$ cat src/sv/cdq_pkg.sv
// Shared types, constants and helper functions for the CD subchannel Q generator.
// No dependencies.
package cdq_pkg;

  localparam int MAX_TRACKS = 99;
  localparam int ADDR_W     = 19;
  localparam int NUM_W      = 7;
  localparam int CNT_W      = $clog2(MAX_TRACKS + 1);
  localparam int STEP_W     = $clog2(MAX_TRACKS);
  localparam int REM_W      = 7;
  localparam int QUO_W      = 13;
  localparam int DIV_W      = ADDR_W + 1;   // address plus lead-in can carry
  localparam int RCP_SHIFT  = 26;
  localparam int RCP_W      = 21;
  localparam int PROD_W     = DIV_W + RCP_W;

  localparam logic [ADDR_W-1:0] LEAD_IN     = ADDR_W'(150);
  localparam logic [REM_W-1:0]  FRAMES_PER_S = REM_W'(75);
  localparam logic [REM_W-1:0]  SECS_PER_M   = REM_W'(60);
  localparam logic [RCP_W-1:0]  RCP_75       = RCP_W'(894785);   // ceil(2^26 / 75)
  localparam logic [RCP_W-1:0]  RCP_60       = RCP_W'(1118482);  // ceil(2^26 / 60)
  localparam logic [7:0]        CTRL_AUDIO   = 8'h01;
  localparam logic [7:0]        CTRL_DATA    = 8'h41;
  localparam logic [7:0]        INDEX_ONE    = 8'h01;
  localparam logic [15:0]       CRC_POLY     = 16'h1021;
  localparam int                Q_BYTES      = 10;
  localparam int                BIDX_W       = $clog2(Q_BYTES);

  typedef enum logic [1:0] {
    KIND_CLEAR  = 2'd0,
    KIND_APPEND = 2'd1,
    KIND_QUERY  = 2'd2,
    KIND_NONE   = 2'd3
  } cdq_kind_t;

  typedef enum logic [3:0] {
    S_IDLE,
    S_FIND,
    S_LOOK,
    S_PREP,
    S_DIV_GO,
    S_DIV_WAIT,
    S_CRC,
    S_OUT
  } cdq_state_t;

  typedef enum logic [1:0] {
    DV_REL_FRAMES,
    DV_REL_SECONDS,
    DV_ABS_FRAMES,
    DV_ABS_SECONDS
  } cdq_div_t;

  typedef struct packed {
    logic [NUM_W-1:0]  number;
    logic [ADDR_W-1:0] start;
    logic              audio;
  } cdq_entry_t;

  typedef struct packed {
    logic wr_en;
    logic shift;
  } cdq_cell_ctl_t;

  // Binary to BCD for values below 100; v/10 via reciprocal 205/2048.
  function automatic logic [7:0] to_bcd(input logic [NUM_W-1:0] v);
    logic [14:0] prod;
    logic [3:0]  tens;
    logic [6:0]  ones;
    prod = 15'(v) * 15'd205;
    tens = prod[14:11];
    ones = v - 7'(tens) * 7'd10;
    return {tens, ones[3:0]};
  endfunction

  // One byte of CRC-16, MSB first.
  function automatic logic [15:0] crc_byte(input logic [15:0] crc, input logic [7:0] b);
    logic [15:0] c;
    c = crc ^ {b, 8'h00};
    for (int k = 0; k < 8; k++) begin
      c = c[15] ? ((c << 1) ^ CRC_POLY) : (c << 1);
    end
    return c;
  endfunction

endpackage

$ cat src/sv/cdq_cell.sv
// One track table cell of the rotating ring: holds one entry.
// Depends on cdq_pkg.
module cdq_cell
  import cdq_pkg::*;
(
  input  logic          clk,
  input  cdq_cell_ctl_t ctl,
  input  cdq_entry_t    wr_entry,
  input  cdq_entry_t    nbr_entry,  // from the next cell along the ring
  output cdq_entry_t    entry
);

  always_ff @(posedge clk) begin
    if (ctl.wr_en) begin
      entry <= wr_entry;
    end else if (ctl.shift) begin
      entry <= nbr_entry;
    end
  end

endmodule

$ cat src/sv/cdq_divider.sv
// Division by 75 or by 60 through reciprocal multiplication, pipelined:
// operands, product, quotient, remainder. done rises as the remainder is registered.
// Depends on cdq_pkg.
module cdq_divider
  import cdq_pkg::*;
(
  input  logic             clk,
  input  logic             rst,
  input  logic             start,
  input  logic [DIV_W-1:0] dividend,
  input  logic             by_sixty,
  output logic             done,
  output logic [DIV_W-1:0] quotient,
  output logic [REM_W-1:0] remainder
);

  logic [2:0]        stage;
  logic [DIV_W-1:0]  num;
  logic [REM_W-1:0]  den;
  logic [RCP_W-1:0]  rcp;
  logic [PROD_W-1:0] prod;
  logic [DIV_W-1:0]  back;

  // quotient times divisor, for the remainder
  assign back = quotient * DIV_W'(den);

  always_ff @(posedge clk) begin
    if (rst) begin
      stage <= '0;
      done  <= 1'b0;
    end else begin
      stage <= {stage[1:0], start};
      done  <= stage[2];
    end
  end

  always_ff @(posedge clk) begin
    if (start) begin
      num <= dividend;
      den <= by_sixty ? SECS_PER_M : FRAMES_PER_S;
      rcp <= by_sixty ? RCP_60 : RCP_75;
    end
    if (stage[0]) prod      <= PROD_W'(num) * PROD_W'(rcp);
    if (stage[1]) quotient  <= DIV_W'(prod[PROD_W-1:RCP_SHIFT]);
    if (stage[2]) remainder <= REM_W'(num - back);
  end

endmodule

$ cat src/sv/cd_subchannel_q_generator.sv
// Top level: CD subchannel Q position frame generator (track ring, divider, CRC).
// Depends on cdq_pkg, cdq_cell, cdq_divider.
//
//  channel | direction | tuser         | tdata
//  s_*     | in        | kind          | sector_address, entry_number, entry_start, entry_audio
//  m_*     | out       | -             | Q frame bytes 0-8, frame_crc, q_valid
//
// Clear and append are handled in the idle state, which stays ready. A query
// runs from its accepting edge to m_tvalid through two full turns of the
// 99-cell track ring (find track, then look up its start), one step to form
// the sector counts, four divisions (a start state, then a wait for done),
// ten CRC byte steps and one output load; s_tready returns as m_tvalid rises.
// One item is in work at a time; s_tready is high only while idle.
// The result sits in an output register; a stalled m_tready holds the block
// in its final state until that register is free.
// rst is synchronous and empties the table (entry count to zero).
module cd_subchannel_q_generator
  import cdq_pkg::*;
(
  input  logic        clk,
  input  logic        rst,
  input  logic        s_tvalid,
  output logic        s_tready,
  input  logic [1:0]  s_tuser,   // [1:0] kind
  // [18:0] sector_address, [25:19] entry_number, [44:26] entry_start,
  // [45] entry_audio, [47:46] zero
  input  logic [47:0] s_tdata,
  output logic        m_tvalid,
  input  logic        m_tready,
  // [7:0] control_adr, [15:8] track_bcd, [23:16] index_bcd,
  // [31:24] rel_minutes_bcd, [39:32] rel_seconds_bcd, [47:40] rel_frames_bcd,
  // [55:48] abs_minutes_bcd, [63:56] abs_seconds_bcd, [71:64] abs_frames_bcd,
  // [87:72] frame_crc, [88] q_valid, [95:89] zero
  output logic [95:0] m_tdata
);

  cdq_state_t state, state_next;
  cdq_kind_t  kind;
  logic       in_fire;

  // Ring of track cells: cell 0 is the head examined during a walk.
  cdq_entry_t    ring [MAX_TRACKS];
  cdq_cell_ctl_t cell_ctl [MAX_TRACKS];
  cdq_entry_t    wr_entry;
  logic          rotate;
  logic          append_ok;

  logic [CNT_W-1:0]  count;
  logic [STEP_W-1:0] step;
  logic              step_last;
  logic              in_table;

  // Query working registers
  logic [ADDR_W-1:0] addr;
  logic [NUM_W-1:0]  track;
  logic              stopped;
  logic              found;
  logic [ADDR_W-1:0] tstart;
  logic              audio;
  logic [ADDR_W-1:0] rel;
  logic [DIV_W-1:0]  absv;
  logic [QUO_W-1:0]  quo_mid;
  logic [REM_W-1:0]  rel_min, rel_sec, rel_fr;
  logic [REM_W-1:0]  abs_min, abs_sec, abs_fr;
  cdq_div_t          div_sel;

  // Divider
  logic              div_start;
  logic              div_done;
  logic [DIV_W-1:0]  div_dividend;
  logic              div_by_sixty;
  logic [DIV_W-1:0]  div_quo;
  logic [REM_W-1:0]  div_rem;

  // CRC
  logic [BIDX_W-1:0] bidx;
  logic [15:0]       crc;
  logic [7:0]        qb [Q_BYTES];
  logic [7:0]        cur_byte;
  logic              out_free;

  assign kind      = cdq_kind_t'(s_tuser);
  assign in_fire   = s_tvalid && s_tready;
  assign append_ok = in_fire && (kind == KIND_APPEND) && (count < CNT_W'(MAX_TRACKS));
  assign step_last = step == STEP_W'(MAX_TRACKS - 1);
  assign in_table  = CNT_W'(step) < count;
  assign out_free  = !m_tvalid || m_tready;

  assign wr_entry.number = s_tdata[25:19];
  assign wr_entry.start  = s_tdata[44:26];
  assign wr_entry.audio  = s_tdata[45];

  for (genvar i = 0; i < MAX_TRACKS; i++) begin : g_cell
    assign cell_ctl[i].wr_en = append_ok && (count == CNT_W'(i));
    assign cell_ctl[i].shift = rotate;
    cdq_cell u_cell (
      .clk      (clk),
      .ctl      (cell_ctl[i]),
      .wr_entry (wr_entry),
      .nbr_entry(ring[(i + 1) % MAX_TRACKS]),
      .entry    (ring[i])
    );
  end

  cdq_divider u_div (
    .clk      (clk),
    .rst      (rst),
    .start    (div_start),
    .dividend (div_dividend),
    .by_sixty (div_by_sixty),
    .done     (div_done),
    .quotient (div_quo),
    .remainder(div_rem)
  );

  // Next state
  always_comb begin
    state_next = state;
    unique case (state)
      S_IDLE: begin
        if (in_fire && kind == KIND_QUERY) state_next = S_FIND;
      end
      S_FIND: begin
        if (step_last) state_next = S_LOOK;
      end
      S_LOOK: begin
        if (step_last) state_next = S_PREP;
      end
      S_PREP:   state_next = S_DIV_GO;
      S_DIV_GO: state_next = S_DIV_WAIT;
      S_DIV_WAIT: begin
        if (div_done) state_next = (div_sel == DV_ABS_SECONDS) ? S_CRC : S_DIV_GO;
      end
      S_CRC: begin
        if (bidx == BIDX_W'(Q_BYTES - 1)) state_next = S_OUT;
      end
      S_OUT: begin
        if (out_free) state_next = S_IDLE;
      end
      default: state_next = S_IDLE;
    endcase
  end

  // FSM outputs
  always_comb begin
    s_tready  = 1'b0;
    rotate    = 1'b0;
    div_start = 1'b0;
    unique case (state)
      S_IDLE:   s_tready  = 1'b1;
      S_FIND,
      S_LOOK:   rotate    = 1'b1;
      S_DIV_GO: div_start = 1'b1;
      default: ;
    endcase
  end

  always_ff @(posedge clk) begin
    if (rst) begin
      state <= S_IDLE;
      count <= '0;
    end else begin
      state <= state_next;
      if (in_fire && kind == KIND_CLEAR) begin
        count <= '0;
      end else if (append_ok) begin
        count <= count + 1'b1;
      end
    end
  end

  // Divider operand selection
  always_comb begin
    unique case (div_sel)
      DV_REL_FRAMES:  begin div_dividend = DIV_W'(rel);     div_by_sixty = 1'b0; end
      DV_REL_SECONDS: begin div_dividend = DIV_W'(quo_mid); div_by_sixty = 1'b1; end
      DV_ABS_FRAMES:  begin div_dividend = absv;            div_by_sixty = 1'b0; end
      DV_ABS_SECONDS: begin div_dividend = DIV_W'(quo_mid); div_by_sixty = 1'b1; end
      default:        begin div_dividend = DIV_W'(rel);     div_by_sixty = 1'b0; end
    endcase
  end

  // Frame bytes 0..9
  always_comb begin
    qb[0] = audio ? CTRL_AUDIO : CTRL_DATA;
    qb[1] = to_bcd(track);
    qb[2] = INDEX_ONE;
    qb[3] = to_bcd(rel_min);
    qb[4] = to_bcd(rel_sec);
    qb[5] = to_bcd(rel_fr);
    qb[6] = to_bcd(abs_min);
    qb[7] = to_bcd(abs_sec);
    qb[8] = to_bcd(abs_fr);
    qb[9] = 8'h00;
    cur_byte = (bidx < BIDX_W'(Q_BYTES)) ? qb[bidx] : 8'h00;
  end

  // Walk, division and CRC datapath
  always_ff @(posedge clk) begin
    unique case (state)
      S_IDLE: begin
        addr    <= s_tdata[ADDR_W-1:0];
        track   <= NUM_W'(1);
        stopped <= 1'b0;
        found   <= 1'b0;
        tstart  <= '0;
        audio   <= 1'b0;
        step    <= '0;
      end
      S_FIND: begin
        // current track: last entry passed before a start beyond the address
        if (in_table && !stopped) begin
          if (ring[0].start > addr) stopped <= 1'b1;
          else                      track   <= ring[0].number;
        end
        step <= step_last ? '0 : step + 1'b1;
      end
      S_LOOK: begin
        // first entry carrying the current track number
        if (in_table && !found && ring[0].number == track) begin
          found  <= 1'b1;
          tstart <= ring[0].start;
          audio  <= ring[0].audio;
        end
        step <= step_last ? '0 : step + 1'b1;
      end
      S_PREP: begin
        rel     <= (addr >= tstart) ? addr - tstart : '0;
        absv    <= DIV_W'(addr) + DIV_W'(LEAD_IN);
        div_sel <= DV_REL_FRAMES;
      end
      S_DIV_WAIT: begin
        if (div_done) begin
          unique case (div_sel)
            DV_REL_FRAMES: begin
              rel_fr  <= div_rem;
              quo_mid <= div_quo[QUO_W-1:0];
              div_sel <= DV_REL_SECONDS;
            end
            DV_REL_SECONDS: begin
              rel_sec <= div_rem;
              rel_min <= div_quo[REM_W-1:0];
              div_sel <= DV_ABS_FRAMES;
            end
            DV_ABS_FRAMES: begin
              abs_fr  <= div_rem;
              quo_mid <= div_quo[QUO_W-1:0];
              div_sel <= DV_ABS_SECONDS;
            end
            DV_ABS_SECONDS: begin
              abs_sec <= div_rem;
              abs_min <= div_quo[REM_W-1:0];
            end
            default: ;
          endcase
          crc  <= '0;
          bidx <= '0;
        end
      end
      S_CRC: begin
        crc  <= crc_byte(crc, cur_byte);
        bidx <= bidx + 1'b1;
      end
      default: ;
    endcase
  end

  // Output register
  always_ff @(posedge clk) begin
    if (rst) begin
      m_tvalid <= 1'b0;
    end else if (state == S_OUT && out_free) begin
      m_tvalid <= 1'b1;
    end else if (m_tready) begin
      m_tvalid <= 1'b0;
    end
  end

  always_ff @(posedge clk) begin
    if (state == S_OUT && out_free) begin
      m_tdata <= {7'b0, 1'b1, ~crc, qb[8], qb[7], qb[6], qb[5], qb[4], qb[3],
                  qb[2], qb[1], qb[0]};
    end
  end

endmodule

$ cat config.mk
export PLATFORM = sky130hd
export DESIGN_NAME = cd_subchannel_q_generator
export DESIGN_NICKNAME = d
export VERILOG_FILES = /design/src/sv/cdq_pkg.sv /design/src/sv/cdq_cell.sv /design/src/sv/cdq_divider.sv /design/src/sv/cd_subchannel_q_generator.sv
export SDC_FILE = /design/constraint.sdc
export NUM_CORES = 2
export LEC_CHECK = 0
export BUFFER_PORTS_ARGS = -buffer_cell sky130_fd_sc_hd__buf_2
export CAP_MARGIN = 30
export CORE_ASPECT_RATIO = 0.9
export CORE_UTILIZATION = 44
export DETAILED_ROUTE_END_ITERATION = 10
export PLACE_DENSITY = 0.67
export REMOVE_ABC_BUFFERS = 1
export SKIP_LAST_GASP = 1
export SLEW_MARGIN = 15
export SYNTH_ARGS = -nofsm -noshare
export SYNTH_HDL_FRONTEND = slang
export SYNTH_SLANG_ARGS = --single-unit
$ cat constraint.sdc
create_clock -name clk -period 6.5 [get_ports clk]
set_clock_uncertainty 0.1 [all_clocks]
set_input_delay 1.95 -clock clk [delete_from_list [all_inputs] [get_ports clk]]
set_output_delay 1.95 -clock clk [all_outputs]
set_load 0.05 [all_outputs]
==> Yosys cells after proc, flatten, opt, wreduce, memory -nomap -nowiden <==
Index checks and enable logic that the tools add are counted.
{ "classes": {"add_sub_neg": 13, "mul": 16, "n_div": 0, "order_cmp": 6, "eq_ne": 124, "shift": 0, "mux": 249, "bitwise_logic": 11, "n_reduce_logical": 236} }
{ "ops": {"columns": ["operator", "count"], "rows": [
  ["$mux W27", 198],
  ["$eq A7 B7 Y1 const B", 36],
  ["$eq A7 B6 Y1 const B", 32],
  ["$reduce_bool A2 Y1", 105],
  ["$eq A7 B5 Y1 const B", 16],
  ["$logic_and A1 B1 Y1", 108],
  ["$mul A7 B8 Y15 const B", 7],
  ["$mux W13", 8],
  ["$pmux W20 S3", 1],
  ["$eq A7 B4 Y1 const B", 8],
  ["$mul A20 B21 Y41", 1],
  ["$pmux W19 S2", 1],
  ["$mux W7", 5],
  ["$bmux W8 S4", 1],
  ["$pmux W16 S2", 1],
  ["$pmux W4 S8", 1],
  ["$eq A7 B3 Y1 const B", 4],
  ["$mul A4 B3 Y3 const B", 7],
  ["$mux W4", 7],
  ["$pmux W7 S2", 2],
  ["$sub A4 B4 Y4", 7],
  ["$mux W8", 3],
  ["$not A3 Y3", 8],
  ["$reduce_and A3 Y1", 8],
  ["44 further kinds", 80]
]} }
{ "word_totals": {"register_bits": 3051, "latch_bits": 0, "ramBits": 0, "romBits": 0, "in_bits": 54, "out_inout_bits": 98, "word_cells": 983, "mem_count": 0} }

==> Depth between registers and ports, before layout <==
{ "logic_depth": {"ltp_word": 25, "mapped_depth": 29, "ltp_nobuf": 27} }

==> By module <==
Synthesis repeated with hierarchy kept, for this count alone.
{ "unflattened": {"cells_unflattened": 8581, "hier_area_um2": 153920.1} }
{ "by_module_without_submodules": {"columns": ["mod", "n_inst", "cells_each", "area_per_inst_um2", "seq_area_each_um2"], "rows": [
  ["cdq_cell", 99, 58, 1243.7, 810.8],
  ["cd_subchannel_q_generator", 1, 1724, 18773.0, 7547.2],
  ["cdq_divider", 1, 1115, 12021.5, 1851.8]
]} }

==> Least setup slack after synthesis <==
OpenSTA, ideal clock, no wires.
{ "synth_timing": {"kind": "reg2reg", "from": "register u_div.rcp[19]", "to": "register u_div.prod[38], data pin", "setup_ns": 0.260, "arrival_ns": 6.760, "t_required_ns": 6.140, "path_slack_ns": -0.619, "path_stages_with_launch": 28, "n_path_buf": 2, "period_less_slack_ns": 7.119, "path_cell_list": "edfxtp_1 buf_2 clkbuf_1 nand2_1 inv_1 fa_1 inv_1 fa_1 fa_1 inv_1 fa_1 fa_1 fa_1 inv_1 fa_1 inv_1 ha_1 a21oi_1 o22ai_1 o21a_1 o21a_1 o2111a_1 o221a_2 a221o_1 and4_1 nor4_1 nor3_1 xnor2_1"} }
{ "synth_via": {"elab_chain_cells": 1} }
{ "synth_rtl": {"columns": ["element", "line_no", "text"], "rows": [
  ["from (decl)", "cdq_divider.sv:20", "logic [RCP_W-1:0] rcp;"],
  ["from (signal assigned)", "cdq_divider.sv:41", "rcp <= by_sixty ? RCP_60 : RCP_75;"],
  ["$mul A20 B21 Y41", "cdq_divider.sv:43", "if (stage[0]) prod <= PROD_W'(num) * PROD_W'(rcp);"],
  ["to (signal assigned)", "cdq_divider.sv:43", null],
  ["to (decl)", "cdq_divider.sv:21", "logic [PROD_W-1:0] prod;"]
]} }
No other way between the ends.
A chain may end at the register's enable or synchronous reset.

==> Final worst setup path <==
{ "layout_timing": {"from": "register u_div.rcp[19]", "to": "register u_div.prod[37], data pin"} }
Same word-level chain as after synthesis.

==> impl_metrics.toml <==
[outcome]
status = "finished, violations left"
failed_checks = "setup timing"

[synth]
yosys-mux-area-fraction_pct = 21.0
postSynthRegisterBits = 2987
synth.yosys.seq_area_share_pct = 62.2
synthXorXnorAreaFrac_pct = 0.897
syn_avg_cell_area_sq_um = 16.4
synth_area_sq_um = 144000
yosys.area_share.adder_pct = 8.54
post_synth_inst_count = 8789
fraction_of_synthesized_cell_area_taken_by_the_top_area_cell_type_pct = 62.0
synthesis.yosys.warnings = 0
synth_area_leader_cell = "edfxtp_1"
synth-edff-count = 2972
synth-simple-area-share_pct = 2.30
synth_compound_area_share_pct = 1.53
synth_top_cells_by_area = "edfxtp_1 (62%), mux2_2 (21%), ha_1 (4.7%), fa_1 (3.8%), inv_1 (1.6%)"
synth.lib_cells_used.distinct = 105
largest_family_of_logic_cells_by_synthesized_area = "multiplexers"
postSynth.topFlopCell = "edfxtp_1"
synthArstFlopShare_pct = 0

[cells_and_area]
areaGrowthSynthToFinish_pct = 12.4
filler_cell_count = 26500
post_route_cells_drive_above_1_share_pct = 41.8
area_of_the_multi_input_gates_sq_um = 50100
final_util_pct = 49.9
layout.cells.non_filler = 13700
finalInstanceArea_sq_um = 162000
seqCellArea_sq_um = 89500
design.final.nets = 9976

[placed_design]
place_worst_setup_slack_ns = -0.999
gpl.final_weighted_congestion = 0.859
io_buffers = 126
dp_hpwl_mm = 202
placedCellCount = 13100
placed_cell_area_sq_um = 151000

[power]
vdd.ir_drop.worst_uv = 333
power-per-cell-area_nw_per_um2 = 415
power.static_leakage_nw = 58.9

[timing]
pins_over_their_slew_limit = 0
setup_viol = 13
final_hold_viol_count = 0
rsz0062_at_grt = "true"
layout_setup_ws_ns = -0.525
worst_slew_margin_rel_pct = 30.8
fin_setup_tns_ns = -4.50
post-route-period-util_pct = 108
maximum_clock_rate_mhz = 142
finalWorstPathRequiredPeriod_ns = 7.03
tightest_slew_ns = 1.04

[global_route]
grt_first_pass_wirelength_mm = 491
grt_pass1_vias = 76300
initial_antenna_violation_count = 14
grt_util_all_layers_pct = 19.3
globalRouteOverflowTotal = 0
grt_max_degree = 75

[worst_setup_path]
max_stage_delay_ns = 0.57
signal_arrival_time_at_the_worst_endpoint_ns = 7.58
worstSetupEndpointType = "register"
cp_common_cell = "fa_1"
cp_slowest_cell = "fa_2"
critical-path-top-delay-family = "adder cells"
path_class = "register to register"
critical_path.max_fanout = 8
crit_required_ns = 7.06
bufs_and_invs_on_worst_path = 5
worst_setup_sp_type = "register"

[clocking]
cts_root_buf = "clkbuf_16"
cts_buffers = 315
ctsLongestPathBuffers = 4
cts-htree-levels = 5
tritoncts_clock_tree = "yes"
path_clk_slew_ns = 0.07
clk-insertion-delay-late_ns = 0.91
numClockSinks = 2987

[detailed_routing]
detail_route.wirelength_mm = 319
dr.max_layer_used = "met4"
detailroute.wirelength.met2_mm = 142
avgViaCountPerCell = 5.37
met3WireLength_mm = 15.7
route.vias.total = 73400
wl_per_cell_microns = 23.4
drtAntennaViolNets = 0
first_pass_iters = 6
drt_drc_violations_left = 0
met1_length_mm = 156
initialDrtViolationCount = 5907

[floorplanning]
floorplan.die_area_sq_um = 330000
die-height_microns = 545
core_region_area_sq_um = 325000
io-pin-count = 152
initial_core_util_pct = 44.4
fp-row-count = 198
die_width_microns = 605

[flow_run]
max_cap_viol = 0

[worst_hold_path]
holdCritPathClass = "register to register"
==> layout make-up <==
class,instances,area share (%)
antenna,4,0.00618
clock buffer,394,5.14
clock inverter,173,1.17
inverter,637,1.48
multi-input combinational,4604,30.9
sequential,2987,55.3
tap,4300,3.32
timing repair buffer,558,2.63
==> report_power, final <==
group | internal, mW | leakage, nW | switching, mW
Combinational | 6.90 | 26.3 | 8.01
Clock | 10.5 | 4.99 | 7.58
Sequential | 31.8 | 27.7 | 2.35
Total | 49.2 | 58.9 | 17.9
==> repair_timing <==
action,4_1_cts,5_1_grt
setup endpoints to repair,13,15
hold buffers,0,0
resized for setup,73,21
buffers inserted,16,10
pin swaps,51,11
==> cell usage after synthesis, types with 57 or more instances <==
| cell type | instances |
|---|---|
| a21oi_1 | 57 |
| o21ai_0 | 101 |
| buf_2 | 78 |
| mux2_2 | 2655 |
| buf_4 | 103 |
| nand2_1 | 187 |
| edfxtp_1 | 2972 |
| inv_1 | 632 |
| nor2_1 | 108 |
| fa_1 | 273 |
| clkbuf_1 | 353 |
| ha_1 | 546 |
| and2_1 | 62 |
| xnor2_1 | 102 |
==> registers in the layout, indices dropped and copies added, names as in the netlist, 13 cells and up <==
register             count
absv                    20
rel                     19
crc                     16
addr                    19
m_tdata                 73
quo_mid                 13
u_div.quotient          13
g_cell.u_cell.entry   2673
u_div.num               20
u_div.prod              13
tstart                  19
==> per-stage QoR <==
stage	total power [mW]	hold slack [ns]
after floorplan	43.6	0.300
after global placement	48.5	0.306
after detailed placement	48.7	0.305
after CTS	67.5	0.312
after global routing	70.3	0.318
final	67.2	0.314
==> worst paths after layout <==
path	from	end	slack (ns)	cells after the start
max	u_div.rcp[19]$_DFFE_PP_	u_div.prod[37]$_DFFE_PP_	-0.53	25
min	u_div.prod[36]$_DFFE_PP_	u_div.quotient[10]$_DFFE_PP_	0.31	0
max reg2reg	u_div.rcp[19]$_DFFE_PP_	u_div.prod[37]$_DFFE_PP_	-0.53	25
min reg2reg	u_div.prod[36]$_DFFE_PP_	u_div.quotient[10]$_DFFE_PP_	0.31	0
==> placed cells by master (no fill, tap or decap), drive strengths merged, types with 15 or more instances in the layout <==
| master | n |
|---|---|
| a211oi | 15 |
| a21o | 23 |
| a21oi | 59 |
| a22oi | 15 |
| and2 | 62 |
| buf | 557 |
| bufinv | 34 |
| clkbuf | 395 |
| clkinv | 119 |
| conb | 23 |
| dfxtp | 15 |
| edfxtp | 2972 |
| fa | 273 |
| ha | 546 |
| inv | 649 |
| mux2 | 2674 |
| nand2 | 205 |
| nand3 | 21 |
| nand4 | 22 |
| nor2 | 157 |
| nor2b | 15 |
| nor3 | 46 |
| o21a | 18 |
| o21ai | 101 |
| or2 | 15 |
| xnor2 | 103 |
| xor2 | 35 |
==> layer usage <==
metal | track usage (%) | up-vias
met1 | 29.7 | 37900
met4 | 4.14 | 0
li1 | - | 33300
met3 | 2.38 | 389
met2 | 29.3 | 1837
met5 | 0 | -
==> cell families after synthesis <==
| group | after synthesis |
|---|---|
| buf+inv | 1219 |
| mux | 2687 |
| xor+xnor | 141 |
| compound gates | 327 |
| other cells | 2 |
| fa+ha+maj | 819 |
| simple gates | 607 |
| flops | 2987 |
Note: power is estimated with default switching activity, not from simulation.
